==> src/catan_pkg.sv <==
package catan_pkg;

    localparam int unsigned COORD_WIDTH_DEF = 16;
    localparam int unsigned STEP_COUNT_DEF  = 11;
    localparam int unsigned STEP_COUNT_MAX  = 11;

    localparam int unsigned ANGLE_WIDTH = 15;
    localparam int unsigned ACC_WIDTH   = 16;
    localparam int unsigned GUARD_BITS  = 3;

    localparam logic [ANGLE_WIDTH-1:0] HALF_CIRCLE    = 15'h4000;
    localparam logic [ANGLE_WIDTH-1:0] QUARTER_CIRCLE = 15'h2000;
    localparam logic [ANGLE_WIDTH-1:0] EIGHTH_CIRCLE  = 15'h1000;

    // arctangent of 2^-i, scaled so that a half circle is 4 * 16384
    localparam logic [ACC_WIDTH-1:0] ATAN_TABLE [0:STEP_COUNT_MAX] = '{
        16'h4000, 16'h25c8, 16'h13f6, 16'h0a22, 16'h0516, 16'h028c,
        16'h0146, 16'h00a3, 16'h0051, 16'h0029, 16'h0014, 16'h000a
    };

    typedef struct packed {
        logic                   valid;
        logic                   zero;
        logic [ANGLE_WIDTH-1:0] base;
    } t_ctl;

endpackage

==> src/cordic_atan2_binary_radians_top.sv <==
// Four-quadrant arctangent of (y, x) in binary radians: a half circle is 16384 and the
// 15-bit result wraps at a full circle; y of zero gives 0, or 16384 for negative x.
// A word is taken on every cycle in which start is high (busy stays low), and its angle
// appears on o_angle, with o_valid high for one cycle, after it passes through one
// octant-fold stage, one stage per micro-rotation cell, and the output register. The
// pipeline always moves, so the receiver must take each word in the cycle it is shown.
module cordic_atan2_binary_radians_top import catan_pkg::*; #(
    parameter int unsigned COORD_WIDTH = COORD_WIDTH_DEF,
    parameter int unsigned STEP_COUNT  = STEP_COUNT_DEF
) (
    input  logic                          i_clk,
    input  logic                          i_rst_n,
    input  logic                          start,
    output logic                          busy,
    input  logic signed [COORD_WIDTH-1:0] i_coord_y,
    input  logic signed [COORD_WIDTH-1:0] i_coord_x,
    output logic                          o_valid,
    output logic [ANGLE_WIDTH-1:0]        o_angle
);

    localparam int unsigned W = COORD_WIDTH + GUARD_BITS;

    t_ctl                        ctl_chain [0:STEP_COUNT];
    logic signed [W-1:0]         x_chain   [0:STEP_COUNT];
    logic signed [W-1:0]         y_chain   [0:STEP_COUNT];
    logic signed [ACC_WIDTH-1:0] acc_chain [0:STEP_COUNT];

    t_ctl                        last_ctl;
    logic signed [ACC_WIDTH-1:0] last_acc;
    logic [ANGLE_WIDTH-1:0]      n_angle;
    logic                        r_valid;
    logic [ANGLE_WIDTH-1:0]      r_angle;

    assign busy = 1'b0;

    catan_fold #(
        .COORD_WIDTH(COORD_WIDTH)
    ) u_fold (
        .i_clk    (i_clk),
        .i_rst_n  (i_rst_n),
        .i_valid  (start & ~busy),
        .i_coord_y(i_coord_y),
        .i_coord_x(i_coord_x),
        .o_ctl    (ctl_chain[0]),
        .o_x      (x_chain[0]),
        .o_y      (y_chain[0])
    );

    assign acc_chain[0] = '0;

    for (genvar g = 0; g < STEP_COUNT; g++) begin : g_cell
        catan_cell #(
            .COORD_WIDTH(COORD_WIDTH),
            .SHIFT      (g + 1)
        ) u_cell (
            .i_clk  (i_clk),
            .i_rst_n(i_rst_n),
            .i_ctl  (ctl_chain[g]),
            .i_x    (x_chain[g]),
            .i_y    (y_chain[g]),
            .i_acc  (acc_chain[g]),
            .o_ctl  (ctl_chain[g+1]),
            .o_x    (x_chain[g+1]),
            .o_y    (y_chain[g+1]),
            .o_acc  (acc_chain[g+1])
        );
    end

    assign last_ctl = ctl_chain[STEP_COUNT];
    assign last_acc = acc_chain[STEP_COUNT];

    always_comb begin
        if (last_ctl.zero) begin
            n_angle = last_ctl.base;
        end else begin
            n_angle = last_ctl.base + {last_acc[ACC_WIDTH-1], last_acc[ACC_WIDTH-1:2]};
        end
    end

    always_ff @(posedge i_clk) begin
        if (!i_rst_n) begin
            r_valid <= 1'b0;
        end else begin
            r_valid <= last_ctl.valid;
        end
    end

    always_ff @(posedge i_clk) begin
        r_angle <= n_angle;
    end

    assign o_valid = r_valid;
    assign o_angle = r_angle;

endmodule

==> src/catan_fold.sv <==
module catan_fold import catan_pkg::*; #(
    parameter int unsigned COORD_WIDTH = COORD_WIDTH_DEF
) (
    input  logic                                       i_clk,
    input  logic                                       i_rst_n,
    input  logic                                       i_valid,
    input  logic signed [COORD_WIDTH-1:0]              i_coord_y,
    input  logic signed [COORD_WIDTH-1:0]              i_coord_x,
    output t_ctl                                       o_ctl,
    output logic signed [COORD_WIDTH+GUARD_BITS-1:0]   o_x,
    output logic signed [COORD_WIDTH+GUARD_BITS-1:0]   o_y
);

    localparam int unsigned W = COORD_WIDTH + GUARD_BITS;

    logic signed [W-1:0]    x0, y0, x1, y1, x2, y2, n_x, n_y;
    logic [ANGLE_WIDTH-1:0] b1, b2, b3;
    t_ctl                   n_ctl;
    t_ctl                   r_ctl;
    logic signed [W-1:0]    r_x, r_y;

    always_comb begin
        x0 = {{GUARD_BITS{i_coord_x[COORD_WIDTH-1]}}, i_coord_x};
        y0 = {{GUARD_BITS{i_coord_y[COORD_WIDTH-1]}}, i_coord_y};

        // half circle: bring the point to the upper half plane
        if (y0[W-1]) begin
            x1 = -x0;
            y1 = -y0;
            b1 = HALF_CIRCLE;
        end else begin
            x1 = x0;
            y1 = y0;
            b1 = '0;
        end

        // quarter circle
        if (x1 <= 0) begin
            x2 = y1;
            y2 = -x1;
            b2 = b1 + QUARTER_CIRCLE;
        end else begin
            x2 = x1;
            y2 = y1;
            b2 = b1;
        end

        // eighth circle
        if (x2 <= y2) begin
            n_x = x2 + y2;
            n_y = y2 - x2;
            b3  = b2 + EIGHTH_CIRCLE;
        end else begin
            n_x = x2;
            n_y = y2;
            b3  = b2;
        end

        n_ctl.valid = i_valid;
        n_ctl.zero  = (y0 == '0);
        if (y0 == '0) begin
            n_ctl.base = x0[W-1] ? HALF_CIRCLE : '0;
        end else begin
            n_ctl.base = b3;
        end
    end

    always_ff @(posedge i_clk) begin
        if (!i_rst_n) begin
            r_ctl <= '0;
        end else begin
            r_ctl <= n_ctl;
        end
    end

    always_ff @(posedge i_clk) begin
        r_x <= n_x;
        r_y <= n_y;
    end

    assign o_ctl = r_ctl;
    assign o_x   = r_x;
    assign o_y   = r_y;

endmodule

==> src/catan_cell.sv <==
module catan_cell import catan_pkg::*; #(
    parameter int unsigned COORD_WIDTH = COORD_WIDTH_DEF,
    parameter int unsigned SHIFT       = 1
) (
    input  logic                                       i_clk,
    input  logic                                       i_rst_n,
    input  t_ctl                                       i_ctl,
    input  logic signed [COORD_WIDTH+GUARD_BITS-1:0]   i_x,
    input  logic signed [COORD_WIDTH+GUARD_BITS-1:0]   i_y,
    input  logic signed [ACC_WIDTH-1:0]                i_acc,
    output t_ctl                                       o_ctl,
    output logic signed [COORD_WIDTH+GUARD_BITS-1:0]   o_x,
    output logic signed [COORD_WIDTH+GUARD_BITS-1:0]   o_y,
    output logic signed [ACC_WIDTH-1:0]                o_acc
);

    localparam int unsigned W = COORD_WIDTH + GUARD_BITS;
    localparam logic signed [ACC_WIDTH-1:0] STEP_ANGLE = ATAN_TABLE[SHIFT];

    logic signed [W-1:0]         xs, ys, n_x, n_y;
    logic signed [ACC_WIDTH-1:0] n_acc;
    t_ctl                        r_ctl;
    logic signed [W-1:0]         r_x, r_y;
    logic signed [ACC_WIDTH-1:0] r_acc;

    always_comb begin
        xs = i_x >>> SHIFT;
        ys = i_y >>> SHIFT;
        if (!i_y[W-1]) begin
            n_x   = i_x + ys;
            n_y   = i_y - xs;
            n_acc = i_acc + STEP_ANGLE;
        end else begin
            n_x   = i_x - ys;
            n_y   = i_y + xs;
            n_acc = i_acc - STEP_ANGLE;
        end
    end

    always_ff @(posedge i_clk) begin
        if (!i_rst_n) begin
            r_ctl <= '0;
        end else begin
            r_ctl <= i_ctl;
        end
    end

    always_ff @(posedge i_clk) begin
        r_x   <= n_x;
        r_y   <= n_y;
        r_acc <= n_acc;
    end

    assign o_ctl = r_ctl;
    assign o_x   = r_x;
    assign o_y   = r_y;
    assign o_acc = r_acc;

endmodule
==> config.mk <==
export PLATFORM = sky130hd
export DESIGN_NAME = cordic_atan2_binary_radians_top
export DESIGN_NICKNAME = d
export VERILOG_FILES = /design/src/catan_pkg.sv /design/src/cordic_atan2_binary_radians_top.sv /design/src/catan_fold.sv /design/src/catan_cell.sv
export SDC_FILE = /design/constraint.sdc
export NUM_CORES = 2
export LEC_CHECK = 0
export ABC_AREA = 1
export BUFFER_PORTS_ARGS = -buffer_cell sky130_fd_sc_hd__buf_2
export CORE_MARGIN = 2
export CORE_UTILIZATION = 45
export DETAILED_ROUTE_END_ITERATION = 10
export MAX_ROUTING_LAYER = met4
export SETUP_SLACK_MARGIN = 0.1
export SLEW_MARGIN = 20
export SYNTH_ARGS = -nofsm -noshare
export SYNTH_HDL_FRONTEND = slang
export SYNTH_HIERARCHICAL = 1
export SYNTH_SLANG_ARGS = --single-unit
==> constraint.sdc <==
create_clock -name i_clk -period 10.5 [get_ports i_clk]
set_input_delay 1.05 -clock i_clk [delete_from_list [all_inputs] [get_ports i_clk]]
set_output_delay 1.05 -clock i_clk [all_outputs]
set_load 0.02 [all_outputs]
==> impl_metrics.json <==
{
  "r2r_start": "g_cell[4].u_cell/o_y[18]$_DFF_P_",
  "r2r_cells": 13,
  "hold_path_depth": 0,
  "max_freq_ghz": 0.157,
  "cts_num_sinks": 751,
  "arrival_ns": 7.01,
  "area_delta_synth_final_pct": 9.28,
  "wl_um": 145000,
  "syn_avg_cell_area_um2": 6.59,
  "cts_root_buf": "clkbuf_16",
  "min_period_over_period": 0.605,
  "maxCapViolations": 0,
  "grt_pass1_wl_um": 239000,
  "slowest_delay_ns": 0.74,
  "fin_tns_setup_ns": 0,
  "ioPinCount": 52,
  "dieArea_um2": 127000,
  "nFillCells": 12800,
  "drive_above_1_share": 0.0630,
  "cp_slowest_cell": "o21ai_0",
  "insertedDiodeCount": 0,
  "drcViolationCount": 0,
  "route.vias.total": 50400,
  "wl_per_cell_um": 14.1,
  "rr_endpoint": "g_cell[5].u_cell/o_y[17]$_DFF_P_",
  "cp-end-kind": "flop",
  "clk_path_buf_depth": 3,
  "cts_setup_buffers": 0,
  "place_congestion": 0.922,
  "cp.required_ns": 11.15,
  "worstHoldPathType": "flop to flop",
  "nets": 9179,
  "num_rows": 129,
  "dpl_cell_area_um2": 57700,
  "rsz0062_at_grt": "no",
  "grt_pass1_vias": 48100,
  "first_pass_iters": 5,
  "cts_resized": 0,
  "max_slew_margin": 0.316,
  "hpwl_um": 119000,
  "final-hold-violation-count": 0,
  "syn_inst": 8460,
  "crit_chain": "buf_2, inv_2, o21ai_1, nand2_2, nor2_2, nand3_2, nor2_4, nand2_4, nand2_8, clkinv_1, o21ai_0, ha_1, nor2_1, inv_1, nor2_1, inv_1, nor3_1, nand3_1, o21ai_1, nand3_4, nand2_4, inv_2, nor2_1",
  "design_area_um2": 60900,
  "worstMarginPinSlew_ns": 1.02,
  "crit_path_start_kind": "primary input",
  "holdBufCountCts": 0,
  "critPathKind": "primary input to flop",
  "path_max_fanout": 46,
  "die_y_um": 356,
  "hold_end": "g_cell[9].u_cell/o_acc[1]$_DFF_P_",
  "grt_max_degree": 106,
  "io_buffers": 50,
  "min_from": "g_cell[8].u_cell/o_acc[1]$_DFF_P_",
  "tritoncts": "done",
  "overflow": 0,
  "viasPerCell": 4.91,
  "r2r_slack_ns": 6.94,
  "synth_area_um2": 55800,
  "clock_skew_ns": 0.0508,
  "fp.dieW_um": 356,
  "antenna_found_initial": 0,
  "grtUsageTotal": 0.234,
  "setup-violations-final": 0,
  "status": "completed",
  "path_clk_slew_ns": 0.05,
  "synth_warnings": 6,
  "clk_latency_ns": 0.72,
  "cpMostUsedCell": "nor2_1",
  "htreeDepth": 3,
  "core_area_um2": 123000,
  "antenna_left": 0,
  "initial_core_util": 0.452,
  "finalWorstPathRequiredPeriod_ns": 6.36,
  "drt-initial-drc-count": 2786,
  "cts_buffers": 90,
  "drv_slew": 0
}
-- stage by stage --
stage                      util  hold WS, ns  std cells  setup WS, ns
after floorplan               -        0.310       8494          5.25
after global placement    0.468        0.310      10100          3.51
after detailed placement  0.468        0.312      10100          3.39
after CTS                 0.494        0.325      10300          4.15
after global routing      0.494        0.331      10300          3.49
final                     0.494        0.325      10300          4.14
-- area by class of cell --
cell class,instances,area (um2),area share
multi-input cells,6335,35400,0.581
flip-flops and latches,751,15000,0.247
inverters,1310,4920,0.0808
clock buffers,120,2590,0.0424
well taps,1637,2050,0.0336
clock inverters,45,636,0.0104
repair buffers,59,324,0.00532
-- critical path, delay by kind of cell --
family                   cells  cell delay [ns]
buffers and inverters        6             1.48
AO/OA/AOI/OAI                3             1.18
adder cells (fa/ha/maj)      1             0.46
AND/OR/NAND/NOR             13             2.75
-- per-layer routing --
metal,global-route usage,wire length (um)
met1,0.293,67900
met2,0.400,68400
met3,0.0225,4960
met4,0.0632,3340
met5,-,0
-- layout by cell type (no fill, tap or decap), types with 14 or more instances in the layout --
cell,instances
ha_1,565
nor2_1,695
nand2_1,2602
o21bai_1,14
nand3_2,58
dfxtp_1,751
xnor2_1,92
nor2_4,19
nand2_2,84
nand3b_1,17
a21o_1,14
nand4_1,51
nand3_1,552
a31oi_1,17
o21ai_1,25
o21ai_0,229
inv_1,1271
clkbuf_8,20
nor4_1,49
clkbuf_16,91
inv_2,29
and2_1,40
o21ai_2,23
xor2_1,394
fa_1,32
a21oi_1,533
clkinv_2,16
buf_2,49
conb_1,37
nor3_1,49
nor2_2,69
-- state kept, by name, indices dropped and copies added, names as in the netlist --
signal	flops
g_cell.u_cell/o_ctl	187
g_cell.u_cell/o_acc	172
g_cell.u_cell/o_y	172
g_cell.u_cell/o_x	161
u_fold/o_x	19
u_fold/o_y	19
o_angle	15
u_fold/o_ctl	5
o_valid	1
-- how the worst max path moves through the flow --
stage,slack (ns),to,startpoint
global placement,3.51,u_fold/o_x[18]$_DFF_P_,i_coord_y[15]
finish,4.14,u_fold/o_x[18]$_DFF_P_,i_coord_y[15]
CTS,4.15,u_fold/o_x[18]$_DFF_P_,i_coord_y[15]
global route,3.49,u_fold/o_y[18]$_DFF_P_,i_coord_x[0]
detailed placement,3.39,u_fold/o_ctl[12]$_SDFF_PP0_,i_coord_y[15]
floorplan,5.25,u_fold/o_x[16]$_DFF_P_,i_coord_x[0]
Power is not shown: default switching activity piles up to over one toggle a cycle in this logic, so the estimate is an artifact.
